`src/hdl/lhmt_pkg.sv`:
```
`timescale 1ns / 1ps
// Shared types and constants for the LRU hit/miss tracker.
// No dependencies; the tracker, chain, cell and bench refer to it by scoped names.
package lhmt_pkg;

  localparam int ENTRIES_DEF = 16;
  localparam int KEY_W       = 32;
  localparam int CNT_W       = 32;
  localparam int CAP_W       = 5;

  localparam logic [CAP_W-1:0] CAP_RESET = CAP_W'(16);
  localparam logic [CNT_W-1:0] CNT_MAX   = {CNT_W{1'b1}};

  typedef struct packed {
    logic [KEY_W-1:0] key;
  } in_item_t;

  typedef struct packed {
    logic             hit;
    logic [CNT_W-1:0] hit_count;
    logic [CNT_W-1:0] miss_count;
  } out_item_t;

  typedef struct packed {
    logic [CAP_W-1:0] active_entries;
  } cfg_item_t;

  // Per-item sequencing shared by every cell of the chain
  typedef struct packed {
    logic cmp_en;  // capture the tag compare for the item just accepted
    logic upd_en;  // apply the shift for that item
  } ctl_t;

endpackage

```
`src/hdl/lhmt_stream_if.sv`:
```
`timescale 1ns / 1ps
// Valid/ready channel carrying one payload item per handshake.
// Payload type comes from lhmt_pkg at the instantiation site.
interface lhmt_stream_if #(
  parameter type T = logic
) ();
  logic valid;
  logic ready;
  T     data;

  modport source (output valid, output data, input ready);
  modport sink   (input valid, input data, output ready);
endinterface

```
`src/hdl/lru_hit_miss_tracker.sv`:
```
`timescale 1ns / 1ps
// LRU hit/miss tracker: fully associative key store kept in recency order.
// in_chan (sink) takes one key per item; out_chan (source) returns one
// result item per key: hit flag plus saturating hit and miss totals.
// cfg_chan (sink, always ready) writes active_entries, the capacity; 0 acts
// as 1 and values above ENTRIES act as ENTRIES. Write it only while idle.
// The accept cycle registers the compare in every cell; in ST_UPD the match
// chain resolves and the row of cells shifts.
// No new key is accepted until the last one has been updated; the result is
// written to the output register when that update is applied.
// A stalled receiver holds the result; one more key may be accepted and
// compared, and its update waits until the output register frees up.
// Reset (rst_n, synchronous, active low) empties the store, clears both
// counters and sets the capacity to 16. No clearing pass is needed.
// Depends on lhmt_pkg, lhmt_stream_if, lhmt_chain and lhmt_cell.
module lru_hit_miss_tracker #(
  parameter int ENTRIES = lhmt_pkg::ENTRIES_DEF
) (
  input  logic          clk,
  input  logic          rst_n,
  lhmt_stream_if.sink   in_chan,
  lhmt_stream_if.source out_chan,
  lhmt_stream_if.sink   cfg_chan
);

  typedef enum logic [1:0] {
    ST_IDLE = 2'b01,
    ST_UPD  = 2'b10
  } state_t;

  state_t                     state_r, state_nxt;
  logic [lhmt_pkg::CAP_W-1:0] cap_r;
  logic [lhmt_pkg::KEY_W-1:0] key_r;
  logic [lhmt_pkg::CNT_W-1:0] hits_r, hits_nxt;
  logic [lhmt_pkg::CNT_W-1:0] misses_r, misses_nxt;
  logic                       out_valid_r, out_valid_nxt;
  lhmt_pkg::out_item_t        out_r;
  lhmt_pkg::in_item_t         in_item;
  lhmt_pkg::cfg_item_t        cfg_item;
  lhmt_pkg::ctl_t             ctl;
  logic                       in_acc;
  logic                       upd_go;
  logic                       hit;

  assign in_item  = in_chan.data;
  assign cfg_item = cfg_chan.data;

  assign in_chan.ready  = (state_r == ST_IDLE);
  assign cfg_chan.ready = 1'b1;
  assign in_acc         = in_chan.valid && (state_r == ST_IDLE);
  assign upd_go         = (state_r == ST_UPD) && (!out_valid_r || out_chan.ready);

  assign ctl.cmp_en = in_acc;
  assign ctl.upd_en = upd_go;

  lhmt_chain #(
    .ENTRIES (ENTRIES)
  ) u_chain (
    .clk     (clk),
    .rst_n   (rst_n),
    .ctl     (ctl),
    .cap     (cap_r),
    .cmp_key (in_item.key),
    .ins_key (key_r),
    .hit     (hit)
  );

  always_comb begin
    state_nxt     = state_r;
    out_valid_nxt = out_valid_r;
    hits_nxt      = hits_r;
    misses_nxt    = misses_r;
    if (out_chan.ready) begin
      out_valid_nxt = 1'b0;
    end
    case (state_r)
      ST_IDLE: begin
        if (in_acc) begin
          state_nxt = ST_UPD;
        end
      end
      ST_UPD: begin
        if (upd_go) begin
          state_nxt     = ST_IDLE;
          out_valid_nxt = 1'b1;
          if (hit) begin
            if (hits_r != lhmt_pkg::CNT_MAX) begin
              hits_nxt = hits_r + lhmt_pkg::CNT_W'(1);
            end
          end else begin
            if (misses_r != lhmt_pkg::CNT_MAX) begin
              misses_nxt = misses_r + lhmt_pkg::CNT_W'(1);
            end
          end
        end
      end
      default: begin
        state_nxt = ST_IDLE;
      end
    endcase
  end

  always_ff @(posedge clk) begin
    if (!rst_n) begin
      state_r     <= ST_IDLE;
      out_valid_r <= 1'b0;
      hits_r      <= '0;
      misses_r    <= '0;
      cap_r       <= lhmt_pkg::CAP_RESET;
    end else begin
      state_r     <= state_nxt;
      out_valid_r <= out_valid_nxt;
      hits_r      <= hits_nxt;
      misses_r    <= misses_nxt;
      if (cfg_chan.valid) begin
        cap_r <= cfg_item.active_entries;
      end
    end
    if (in_acc) begin
      key_r <= in_item.key;
    end
    if (upd_go) begin
      out_r.hit        <= hit;
      out_r.hit_count  <= hits_nxt;
      out_r.miss_count <= misses_nxt;
    end
  end

  assign out_chan.valid = out_valid_r;
  assign out_chan.data  = out_r;

endmodule

```
`src/hdl/lhmt_cell.sv`:
```
`timescale 1ns / 1ps
// One slot of the recency chain: holds a key, its valid bit and a match flag.
// Depends on lhmt_pkg. Position in the chain is the key's recency rank.
module lhmt_cell #(
  parameter int IDX = 0
) (
  input  logic                       clk,
  input  logic                       rst_n,
  input  lhmt_pkg::ctl_t             ctl,
  input  logic                       miss,
  input  logic [lhmt_pkg::CAP_W-1:0] cap,
  input  logic [lhmt_pkg::KEY_W-1:0] cmp_key,
  input  logic [lhmt_pkg::KEY_W-1:0] prev_key,
  input  logic                       prev_valid,
  input  logic                       suf_in,
  output logic                       suf_out,
  output logic [lhmt_pkg::KEY_W-1:0] key_o,
  output logic                       valid_o
);

  logic [lhmt_pkg::KEY_W-1:0] key_r, key_nxt;
  logic                       valid_r, valid_nxt;
  logic                       match_r, match_nxt;
  logic                       in_cap;
  logic                       shift;

  // Slot survives a miss only inside the capacity; slot 0 always does.
  assign in_cap  = (IDX == 0) || (IDX < int'(cap));

  // A match here or further down means this slot moves one place older.
  assign suf_out = match_r | suf_in;
  assign shift   = ctl.upd_en & (suf_out | miss);

  always_comb begin
    match_nxt = match_r;
    if (ctl.cmp_en) begin
      match_nxt = valid_r && (key_r == cmp_key);
    end
    key_nxt   = key_r;
    valid_nxt = valid_r;
    if (shift) begin
      key_nxt   = prev_key;
      valid_nxt = prev_valid && (!miss || in_cap);
    end
  end

  always_ff @(posedge clk) begin
    if (!rst_n) begin
      valid_r <= 1'b0;
      match_r <= 1'b0;
    end else begin
      valid_r <= valid_nxt;
      match_r <= match_nxt;
    end
    key_r <= key_nxt;
  end

  assign key_o   = key_r;
  assign valid_o = valid_r;

endmodule

```
`src/hdl/lhmt_chain.sv`:
```
`timescale 1ns / 1ps
// Row of lhmt_cell slots ordered most recent first, plus the match chain.
// Depends on lhmt_pkg and lhmt_cell.
module lhmt_chain #(
  parameter int ENTRIES = lhmt_pkg::ENTRIES_DEF
) (
  input  logic                       clk,
  input  logic                       rst_n,
  input  lhmt_pkg::ctl_t             ctl,
  input  logic [lhmt_pkg::CAP_W-1:0] cap,
  input  logic [lhmt_pkg::KEY_W-1:0] cmp_key,
  input  logic [lhmt_pkg::KEY_W-1:0] ins_key,
  output logic                       hit
);

  logic [lhmt_pkg::KEY_W-1:0] key_w   [ENTRIES];
  logic                       valid_w [ENTRIES];
  logic [ENTRIES:0]           suf;
  logic                       miss;

  assign suf[ENTRIES] = 1'b0;
  assign hit          = suf[0];
  assign miss         = ~suf[0];

  for (genvar j = 0; j < ENTRIES; j++) begin : g_cell
    logic [lhmt_pkg::KEY_W-1:0] prev_key;
    logic                       prev_valid;

    if (j == 0) begin : g_head
      // Head takes the accessed key: new on a miss, same key on a hit
      assign prev_key   = ins_key;
      assign prev_valid = 1'b1;
    end else begin : g_body
      assign prev_key   = key_w[j-1];
      assign prev_valid = valid_w[j-1];
    end

    lhmt_cell #(
      .IDX (j)
    ) u_cell (
      .clk        (clk),
      .rst_n      (rst_n),
      .ctl        (ctl),
      .miss       (miss),
      .cap        (cap),
      .cmp_key    (cmp_key),
      .prev_key   (prev_key),
      .prev_valid (prev_valid),
      .suf_in     (suf[j+1]),
      .suf_out    (suf[j]),
      .key_o      (key_w[j]),
      .valid_o    (valid_w[j])
    );
  end

endmodule

```
`src/flat_wrapper.sv`:
```
// flat-port wrapper written by rule: the top's interface ports become plain ports
module lru_hit_miss_tracker_flat 
#(
  parameter int ENTRIES = lhmt_pkg::ENTRIES_DEF
)
  (clk, rst_n, in_chan_valid, in_chan_data, in_chan_ready, out_chan_valid, out_chan_data, out_chan_ready, cfg_chan_valid, cfg_chan_data, cfg_chan_ready);
  lhmt_stream_if #(.T(lhmt_pkg::in_item_t)) in_chan_i ();
  lhmt_stream_if #(.T(lhmt_pkg::out_item_t)) out_chan_i ();
  lhmt_stream_if #(.T(lhmt_pkg::cfg_item_t)) cfg_chan_i ();
  input  logic clk;
  input  logic rst_n;
  input wire logic [$bits(in_chan_i.valid)-1:0] in_chan_valid;
  input wire logic [$bits(in_chan_i.data)-1:0] in_chan_data;
  output wire logic [$bits(in_chan_i.ready)-1:0] in_chan_ready;
  output wire logic [$bits(out_chan_i.valid)-1:0] out_chan_valid;
  output wire logic [$bits(out_chan_i.data)-1:0] out_chan_data;
  input wire logic [$bits(out_chan_i.ready)-1:0] out_chan_ready;
  input wire logic [$bits(cfg_chan_i.valid)-1:0] cfg_chan_valid;
  input wire logic [$bits(cfg_chan_i.data)-1:0] cfg_chan_data;
  output wire logic [$bits(cfg_chan_i.ready)-1:0] cfg_chan_ready;
  assign in_chan_i.valid = in_chan_valid;
  assign in_chan_i.data = in_chan_data;
  assign in_chan_ready = in_chan_i.ready;
  assign out_chan_valid = out_chan_i.valid;
  assign out_chan_data = out_chan_i.data;
  assign out_chan_i.ready = out_chan_ready;
  assign cfg_chan_i.valid = cfg_chan_valid;
  assign cfg_chan_i.data = cfg_chan_data;
  assign cfg_chan_ready = cfg_chan_i.ready;
  lru_hit_miss_tracker #(.ENTRIES(ENTRIES)) u_core (.clk(clk), .rst_n(rst_n), .in_chan(in_chan_i), .out_chan(out_chan_i), .cfg_chan(cfg_chan_i));
endmodule
```
`config.mk`:
```
export PLATFORM = sky130hd
export DESIGN_NAME = lru_hit_miss_tracker_flat
export DESIGN_NICKNAME = d
export VERILOG_FILES = /design/src/hdl/lhmt_pkg.sv /design/src/hdl/lhmt_stream_if.sv /design/src/hdl/lru_hit_miss_tracker.sv /design/src/hdl/lhmt_cell.sv /design/src/hdl/lhmt_chain.sv /design/src/flat_wrapper.sv
export SDC_FILE = /design/constraint.sdc
export NUM_CORES = 1
export LEC_CHECK = 0
export BUFFER_PORTS_ARGS = -buffer_cell sky130_fd_sc_hd__buf_2
export CAP_MARGIN = 20
export CORE_ASPECT_RATIO = 1.25
export CORE_MARGIN = 10
export CORE_UTILIZATION = 56
export DETAILED_ROUTE_END_ITERATION = 16
export PLACE_DENSITY = 0.76
export SYNTH_ARGS = -nofsm -noshare
export SYNTH_HDL_FRONTEND = slang
export SYNTH_SLANG_ARGS = --single-unit
```
`constraint.sdc`:
```
create_clock -name clk -period 4 [get_ports clk]
set_clock_uncertainty 0.15 [all_clocks]
set_input_delay 0.2 -clock clk [delete_from_list [all_inputs] [get_ports clk]]
set_output_delay 0.2 -clock clk [all_outputs]
set_load 0.1 [all_outputs]
```
# Yosys cells after proc, flatten, opt, wreduce, memory -nomap -nowiden
# Index checks and enable logic that the tools add are counted.
# Widths: inputs -> output; s select.
[totals] reg_bits=713 in_bits=42 out_inout_bits=68
[op_classes] reduce_logical=51 order_cmp=15 n_mux=14 n_addsub=2 n_eq_ne=22 bitwise=46
[op_table] cell="$eq 32x32->1" n=16
[op_table] cell="$mux 32" n=8
[op_table] cell="$add 32x1->32 const B" n=2
[op_table] cell="$ne 32x32->1 const B" n=2
[op_table] cell="$lt 4x5->1 const A" n=8
[op_table] cell="$logic_and 1x1->1" n=33
[op_table] cell="$or 1x1->1" n=30
[op_table] cell="$lt 3x5->1 const A" n=4
[op_table] cell="$logic_or 1x1->1" n=16
[op_table] cell="$and 1x1->1" n=15
[op_table] cell="$lt 2x5->1 const A" n=2
[op_table] cell="$lt 1x5->1 const A" n=1
[op_table] cell="$mux 2" n=2
[op_table] cell="$pmux 2 s2" n=1
[op_table] cell="$mux 1" n=3
[op_table] cell="$eq 2x1->1 const B" n=1
[op_table] cell="$eq 2x2->1 const B" n=1
[op_table] cell="$ne 2x1->1 const B" n=1
[op_table] cell="$ne 2x2->1 const B" n=1
[op_table] cell="$reduce_and 2->1" n=1
[op_table] cell="$logic_not 1->1" n=1
[op_table] cell="$not 1->1" n=1

# Logic depth before layout (Yosys ltp)
# Gate-level depths: netlist of run 1.
[logic_depth] depth_word=18 depth_mapped=8 depth_no_buf=7

# Cells and area by module
# A second synthesis of run 1 with hierarchy kept.
[hier_totals] cells_unflattened=2012 hier_area_um2=30008.8
[modules_own_cells] module="lru_hit_miss_tracker" area_each_um2=7120.6 instances=1 cells_each=616 seq_area_each_um2=4354.2
[modules_own_cells] module="lhmt_cell (u_core.u_chain.g_cell[12].u_cell ...)" area_each_um2=1433.9 instances=2 cells_each=87 seq_area_each_um2=1001.0
[modules_own_cells] module="lhmt_cell (u_core.u_chain.g_cell[4].u_cell ...)" area_each_um2=1432.6 instances=2 cells_each=88 seq_area_each_um2=1001.0
[modules_own_cells] module="lhmt_cell (u_core.u_chain.g_cell[13].u_cell ...)" area_each_um2=1431.4 instances=2 cells_each=87 seq_area_each_um2=1001.0
[modules_own_cells] module="lhmt_cell (u_core.u_chain.g_cell[15].u_cell)" area_each_um2=1456.4 instances=1 cells_each=89 seq_area_each_um2=1001.0
[modules_own_cells] module="lhmt_cell (u_core.u_chain.g_cell[10].u_cell)" area_each_um2=1437.6 instances=1 cells_each=88 seq_area_each_um2=1001.0
[modules_own_cells] module="lhmt_cell (u_core.u_chain.g_cell[2].u_cell)" area_each_um2=1435.1 instances=1 cells_each=88 seq_area_each_um2=1001.0
[modules_own_cells] module="lhmt_cell (u_core.u_chain.g_cell[14].u_cell)" area_each_um2=1432.6 instances=1 cells_each=87 seq_area_each_um2=1001.0
[modules_own_cells] module="lhmt_cell (u_core.u_chain.g_cell[11].u_cell)" area_each_um2=1430.1 instances=1 cells_each=87 seq_area_each_um2=1001.0
[modules_own_cells] module="lhmt_cell (u_core.u_chain.g_cell[1].u_cell)" area_each_um2=1428.9 instances=1 cells_each=87 seq_area_each_um2=1001.0
[modules_own_cells] module="lhmt_cell (u_core.u_chain.g_cell[3].u_cell)" area_each_um2=1428.9 instances=1 cells_each=86 seq_area_each_um2=1001.0
[modules_own_cells] module="lhmt_cell (u_core.u_chain.g_cell[7].u_cell)" area_each_um2=1426.4 instances=1 cells_each=87 seq_area_each_um2=1001.0
[modules_own_cells] module="lhmt_cell (u_core.u_chain.g_cell[5].u_cell)" area_each_um2=1410.1 instances=1 cells_each=86 seq_area_each_um2=1001.0
[modules_own_cells] module="lhmt_cell (u_core.u_chain.g_cell[0].u_cell)" area_each_um2=1395.1 instances=1 cells_each=84 seq_area_each_um2=1001.0
[modules_own_cells] module="lhmt_chain" area_each_um2=11.3 instances=1 cells_each=3 seq_area_each_um2=0.0

# Least setup slack after synthesis of run 1
# Ideal clock, no wire load.
[synth_timing] kind="reg2reg" startpoint="reg u_core.out_valid_r, in the netlist u_core.out_chan.valid" endpoint="reg u_core.u_chain.g_cell[10].u_cell.valid_r" arrival_ns=4.831 period_less_slack_ns=5.098 t_required_ns=3.733 path_stages_with_launch=6 setup_slack_ns=-1.098 path_cell_list="dfxtp_1 > nand2b_1 > nand2_1 > clkinv_1 > and2_1 > a41o_1"
[synth_via] elab_chain_cells=4
[synth_lines] element="start, declared" line="lru_hit_miss_tracker.sv:36" source="logic out_valid_r, out_valid_nxt;"
[synth_lines] element="start signal, assigned" line="lru_hit_miss_tracker.sv:112" source="out_valid_r <= out_valid_nxt;"
[synth_lines] element="$logic_not 1->1" line="lru_hit_miss_tracker.sv:51" source="assign upd_go = (state_r == ST_UPD) && (!out_valid_r || out_chan.ready);"
[synth_lines] element="$logic_or 1x1->1" line="lru_hit_miss_tracker.sv:51"
[synth_lines] element="$logic_and 1x1->1" line="lru_hit_miss_tracker.sv:51"
[synth_lines] element="net u_core.u_chain.g_cell[0].u_cell.shift" line="lhmt_cell.sv:25" source="logic shift;"
[synth_lines] element="$and 1x1->1" line="lhmt_cell.sv:32" source="assign shift = ctl.upd_en & (suf_out | miss);"
[synth_lines] element="net u_core.u_chain.g_cell[10].u_cell.shift" line="lhmt_cell.sv:25"
[synth_lines] element="end signal, assigned" line="lhmt_cell.sv:52" source="valid_r <= valid_nxt;"
[synth_lines] element="end, declared" line="lhmt_cell.sv:22" source="logic valid_r, valid_nxt;"
# The timed path passes the listed nets, and every way through them passes these cells.
# A chain may end at the register's enable or synchronous reset.

# Worst setup path in the final report of run 1
[layout_timing] startpoint="reg u_core.state_r[1]" endpoint="reg u_core.misses_r[1] (netlist name)"
[layout_via] elab_chain_cells=4
[layout_lines] element="start, declared" line="lru_hit_miss_tracker.sv:31" source="state_t state_r, state_nxt;"
[layout_lines] element="start signal, assigned" line="lru_hit_miss_tracker.sv:111" source="state_r <= state_nxt;"
[layout_lines] element="$eq 2x2->1" line="lru_hit_miss_tracker.sv:51"
[layout_lines] element="$logic_and 1x1->1" line="lru_hit_miss_tracker.sv:51"
[layout_lines] element="net u_core.u_chain.g_cell[0].u_cell.shift" line="lhmt_cell.sv:25"
[layout_lines] element="$mux 32" line="lru_hit_miss_tracker.sv:83" source="if (upd_go) begin"
[layout_lines] element="$mux 32" line="lru_hit_miss_tracker.sv:76" source="case (state_r)"
[layout_lines] element="net u_core.misses_nxt (one bit)" line="lru_hit_miss_tracker.sv:35" source="logic [lhmt_pkg::CNT_W-1:0] misses_r, misses_nxt;"
[layout_lines] element="end signal, assigned" line="lru_hit_miss_tracker.sv:114" source="misses_r <= misses_nxt;"
[layout_lines] element="end, declared" line="lru_hit_miss_tracker.sv:35"
# The timed path passes the listed nets, and every way through them passes these cells.

==> flow_summary.toml, run 1 <==
[pwr]
p_leak_nw = 11.1
irDropWorstVdd_mv = 0.415
power_density_mw_per_mm2 = 465

[synthesis]
synth.ff_latch_count = 713
postSynthNetCount = 2025
avgSynthCellArea_um2 = 14.8
synth_edf_count = 609
syn_area_mm2 = 0.0293
synth_cells = 1981
ys_seq_area_share_pct = 69.6
ys.flop_type = "edfxtp_1"
ys_warn_count = 0
synth.distinct_cells = 52
synth-async-reset-ratio_pct = 0

[worst_setup_path]
critPathMaxStageDelay_ns = 0.58
cp_cell_sequence = "nor2b_1, nand2_1, inv_4, nand3_2, nor2_1, mux2_1, and2_1"
rr_worst_depth = 7
cp_num_buf_inv = 1
path_class = "reg -> reg"
critPathSlowestCell = "inv_4"
start_kind = "register"
cp_max_fo = 40
cp.arrival_ns = 3.40
endpoint_kind = "register"
crit_family = "simple AND/OR/NAND/NOR gates"
required_ns = 4.34
crit_cells = 7

[finish]
area_delta_synth_final_pct = 13.3
final_cell_area_mm2 = 0.0332
nNetsFinal = 2169
drive_above_1_share_pct = 12.3
n_antenna_cell = 0
final_util_pct = 64.2
final-instance-count-excl-fill = 2842

[global_routing]
grt-busiest-layer = "met2"
use_met2_pct = 41.1
gr-total-overflow = 0
grt_pass1_vias = 17300
grt_usage_pct = 21.7
grt_pass1_wl_um = 101000
globalRouteMet1Util_pct = 22.7
antenna_found_initial = 0
met3_usage_pct = 2.81
grt_max_degree = 66

[detailed_routing]
vias_per_cell = 5.75
drt_first_pass_iters = 5
drc_errors = 0
ant_nets = 0
drt_iter0_markers = 1229
routed_wl_um = 67400
num_vias = 16300
wl_per_cell_um = 23.7

[floorplan]
num_rows = 93
die_y_um = 276
die_x_um = 225
initial_utilization_pct = 56.7
coreArea_mm2 = 0.0517
die_area_mm2 = 0.0619
num_io_pins = 110

[sta]
hold-worst-slack_ns = 0.0189
setup_tns_ns = 0
worstMarginPinSlew_ns = 1.13
slew_headroom_pct = 24.2
hold_viol_final = 0
period_minus_slack_ns = 3.06
rsz0062_at_grt = "no"
post-route-period-util_pct = 76.6
setup_viol = 0
fmax_ghz = 0.327
drv_slew = 0

[placed_design]
dp_hpwl_um = 48700
place_inst = 2694
routabilityCongestion = 0.891
placed_cell_area_mm2 = 0.0306
io_buffer_count = 108

[clock_network]
clk_pin_slew_worst_paths_ns = 0.06
cts-root-buf = "clkbuf_16"
cts_buffers = 70
cts_tree = "done"
cts-resized-gates = 0
htreeDepth = 3
clock_path_buffers = 3
insertion_delay_ns = 0.60
cts_hold_buffers = 23
cts_sinks = 713
post-cts-setup-buffers = 0

[worst_hold_path]
hp-class = "in -> reg"
whs_path_depth = 1

[flow_run]
drv_cap = 0

[status]
outcome = "finished, final reports clean"
==> cell usage in the layout, fill, tap and decap left out, types with 32 or more instances in the layout <==
master     count
dfxtp_1      104
xnor2_1      325
edfxtp_1     609
nor3_1        35
nor2_1        34
nand2_1       63
and2_1        79
o21ai_0       32
xor2_1       248
buf_2        108
nor4_1        77
nand4_1      129
nand3_1       34
clkbuf_16     73
buf_4         32
==> path summary, 6_finish.rpt <==
path	from	to	slack, ns
max	u_core.state_r[1]$_SDFFE_PN0P_	u_core.misses_r[1]$_SDFF_PN0_	0.94
min	in_chan_data[22]	u_core.key_r[22]$_DFFE_PP_	0.02
min reg2reg	u_core.key_r[19]$_DFFE_PP_	u_core.u_chain.g_cell[0].u_cell.key_o[19]$_DFFE_PP_	0.26
max reg2reg	u_core.state_r[1]$_SDFFE_PN0P_	u_core.misses_r[1]$_SDFF_PN0_	0.94
==> state kept, by name, indices dropped and copies added, names as in the netlist <==
name / cells
u_core.cap_r: 5
u_core.hits_r: 32
u_core.key_r: 32
u_core.misses_r: 32
u_core.out_chan.data: 65
u_core.out_chan.valid: 1
u_core.state_r: 2
u_core.u_chain.g_cell.u_cell.key_o: 512
u_core.u_chain.g_cell.u_cell.match_r: 16
u_core.u_chain.g_cell.u_cell.valid_o: 16
==> worst reg2reg max path, delay by kind of cell (launching register included) <==
family	cells	cell delay, ns
buf+inv	1	0.58
mux	1	0.36
flops	1	0.35
simple gates	5	1.53
==> cell families after synthesis <==
group / Yosys count / synth area share, %
flip-flops: 713 / 69.6
XOR/XNOR: 573 / 17.1
AND/OR/NAND/NOR: 510 / 10.1
buffers and inverters: 104 / 1.36
AO/OA/AOI/OAI: 68 / 1.39
multiplexers: 10 / 0.350
adder cells (fa/ha/maj): 2 / 0.0854
other: 1 / 0.0128
==> final cells by class <==
cell class	count	area [um2]
flip-flops and latches	713	20400
fillers	3647	18500
multi-input cells	1164	8620
clock buffers	88	1890
repair buffers	164	1030
well taps	665	832
clock inverters	36	390
inverters	12	47.5
==> layer usage <==
| metal | wire (um) | part of all wire, % |
|---|---|---|
| met5 | 0 | 0 |
| met2 | 37300 | 55 |
| met4 | 3540 | 5.3 |
| met3 | 2640 | 3.9 |
| met1 | 23900 | 35 |
==> through the flow <==
step,setup slack (ns),total power (W)
4_1_cts,0.945,0.0155
3_3_place_gp,1.02,0.00898
3_5_place_dp,0.994,0.00901
6_report,0.938,0.0154
2_1_floorplan,0.145,0.00877
5_1_grt,0.744,0.0159
==> synth_stat cells, types with 34 or more instances <==
cell	number	area share (%)
and2_1	79	1.7
clkbuf_1	78	1.0
dfxtp_1	104	7.1
edfxtp_1	609	62
nand2_1	63	0.81
nand3_1	34	0.58
nand4_1	129	2.8
nor2_1	38	0.49
nor3_1	35	0.60
nor4_1	77	1.6
xnor2_1	325	9.7
xor2_1	248	7.4
==> power breakdown <==
part           switching [W]  internal, W  total [W]
combinational       0.000480     0.000238   0.000718
clock                0.00268      0.00388    0.00656
sequential         0.0000557      0.00810    0.00816
(Power assumes the default switching activity.)
==> run 2: changes to the inputs <==
CORE_UTILIZATION = 62   (was 56)
PLACE_DENSITY = 0.8   (was 0.76)
clock period = 2.9 ns   (was 4 ns; I/O delays follow)
==> flow_summary.toml, run 2 (same netlist as run 1, synthesis figures left out) <==
[worst_setup_path]
r2r_slack_ns = 0.20
critPathSlowestCell = "nor4_1"
path_class = "reg -> reg"
start_kind = "register"
cp_cell_sequence = "ha_1, nand2_1, nor4_1, nand4_1, nand3_1, nor2_1, xor2_1"
cp_num_buf_inv = 0
crit_family = "simple AND/OR/NAND/NOR gates"
r2r_start = "u_core.hits_r[0]$_SDFF_PN0_"
required_ns = 3.08
cp_max_fo = 7
critPathMaxStageDelay_ns = 0.53
r2r_end = "u_core.out_chan.data[55]$_DFFE_PP_"
rr_worst_depth = 7
cp.arrival_ns = 2.88
endpoint_kind = "register"

[finish]
layout_commonest_cell = "edfxtp_1"
area_delta_synth_final_pct = 14.3
nNetsFinal = 2217
largest_reg_flops = 512
final_cell_mix = "edfxtp_1 (609), xnor2_1 (325), xor2_1 (248)"
drive_above_1_share_pct = 13.3
fillers = 3004

[pwr]
irDropWorstVdd_mv = 0.823
p_sw_share_pct = 21.3
cellInternalPower_w = 0.0163
switchingPower_w = 0.00442
p_clk_share_pct = 40.6
p_leak_nw = 11.3
comb_power_share_pct = 5.1
share_seq_of_total_power_pct = 54.3
p_total_w = 0.0207
power_density_mw_per_mm2 = 619

[placed_design]
routabilityCongestion = 0.957
io_buffer_count = 108
dp_slack_ns = 0.264
dp_hpwl_um = 49100

[sta]
worstMarginPinSlew_ns = 0.727
hold-worst-slack_ns = 0.0304
post-route-period-util_pct = 93.2
setup_tns_ns = 0
setup_viol = 0
drv_slew = 0
period_minus_slack_ns = 2.70
rsz0062_at_grt = "no"
slew_headroom_pct = 51.5
hold_viol_final = 0
fin_ws_ns = 0.197
fmax_ghz = 0.370

[detailed_routing]
drt_first_pass_iters = 5
ant_nets = 0
num_vias = 16600
wl_per_cell_um = 23.9
routed_wl_um = 68300
drc_errors = 0
drt_iter0_markers = 1199
vias_per_cell = 5.80

[clock_network]
htreeDepth = 3
cts_tree = "done"
clock_path_buffers = 3
cts_buffers = 67
cts-root-buf = "clkbuf_16"
cts_sinks = 713
insertion_delay_ns = 0.60
cts-resized-gates = 0
post-cts-setup-buffers = 0
cts_hold_buffers = 39
clk_pin_slew_worst_paths_ns = 0.06

[worst_hold_path]
hp-start = "in_chan_data[15]"
whs_path_depth = 1
worstHoldEndpoint = "u_core.key_r[15]$_DFFE_PP_"
hp-class = "in -> reg"

[status]
outcome = "finished, final reports clean"

[floorplan]
die_area_mm2 = 0.0564
initial_utilization_pct = 62.3
coreArea_mm2 = 0.0470
num_io_pins = 110
num_rows = 89
die_x_um = 214
die_y_um = 263

[global_routing]
antenna_found_initial = 1
grt_max_degree = 70
grt_pass1_wl_um = 102000
gr-total-overflow = 0
grt_usage_pct = 23.9
grt_pass1_vias = 17400

[flow_run]
drv_cap = 0
run 2: worst max-delay path by stage:
stage	startpoint	end	slack [ns]	depth (start not counted)
2_1_floorplan	u_core.out_chan.valid$_SDFF_PN0_	u_core.u_chain.g_cell[14].u_cell.key_o[0]$_DFFE_PP_	-0.55	4
3_3_place_gp	u_core.u_chain.g_cell[9].u_cell.match_r$_SDFFE_PN0P_	u_core.misses_r[19]$_SDFF_PN0_	0.25	7
3_5_place_dp	u_core.u_chain.g_cell[4].u_cell.match_r$_SDFFE_PN0P_	u_core.misses_r[1]$_SDFF_PN0_	0.26	7
4_1_cts	u_core.u_chain.g_cell[4].u_cell.match_r$_SDFFE_PN0P_	u_core.misses_r[27]$_SDFF_PN0_	0.24	6
5_1_grt	u_core.state_r[1]$_SDFFE_PN0P_	u_core.out_chan.data[57]$_DFFE_PP_	0.01	6
6_report	u_core.hits_r[0]$_SDFF_PN0_	u_core.out_chan.data[55]$_DFFE_PP_	0.20	7
run 2: per-layer routing:
metal / wire (um) / track usage [%] / up-vias
li1: - / - / 7602
met1: 24100 / 25.1 / 8311
met2: 37500 / 45.2 / 546
met3: 3010 / 2.74 / 151
met4: 3570 / 13.6 / 0
met5: 0 / 0 / -
run 2: power groups by stage:
stage	clock [W]	sequential [W]	combinational [W]
2_1_floorplan	0	0.0115	0.000628
3_3_place_gp	0	0.0115	0.000966
3_5_place_dp	0	0.0115	0.000996
4_1_cts	0.00848	0.0113	0.00105
5_1_grt	0.00888	0.0113	0.00111
6_report	0.00841	0.0113	0.00105
run 2: cell type report:
type	count	area [um2]	area share [%]
Sequential cell	713	20400	60.9
Multi-Input combinational cell	1164	8630	25.8
Clock inverter	34	250	0.748
Inverter	12	57.6	0.172
Timing Repair Buffer	215	1530	4.57
Clock buffer	86	1830	5.48
Tap cell	637	797	2.38
Antenna cell	1	2.50	0.00748
run 2: worst reg2reg max path, cell delays in order (launching register included):
cell     delay [ns]
dfxtp_1        0.41
ha_1           0.24
nand2_1        0.08
nor4_1         0.53
nand4_1        0.41
nand3_1        0.36
nor2_1         0.11
xor2_1         0.16
run 2: per-stage QoR:
stage / utilization [%] / instances / instance area (um2)
finish: 71.2 / 2862 / 33500
detailed placement: 65.9 / 2702 / 31000
global route: 71.2 / 2862 / 33500
CTS: 71.2 / 2861 / 33500
global placement: 65.9 / 2702 / 31000
floorplan: - / 1981 / 29300
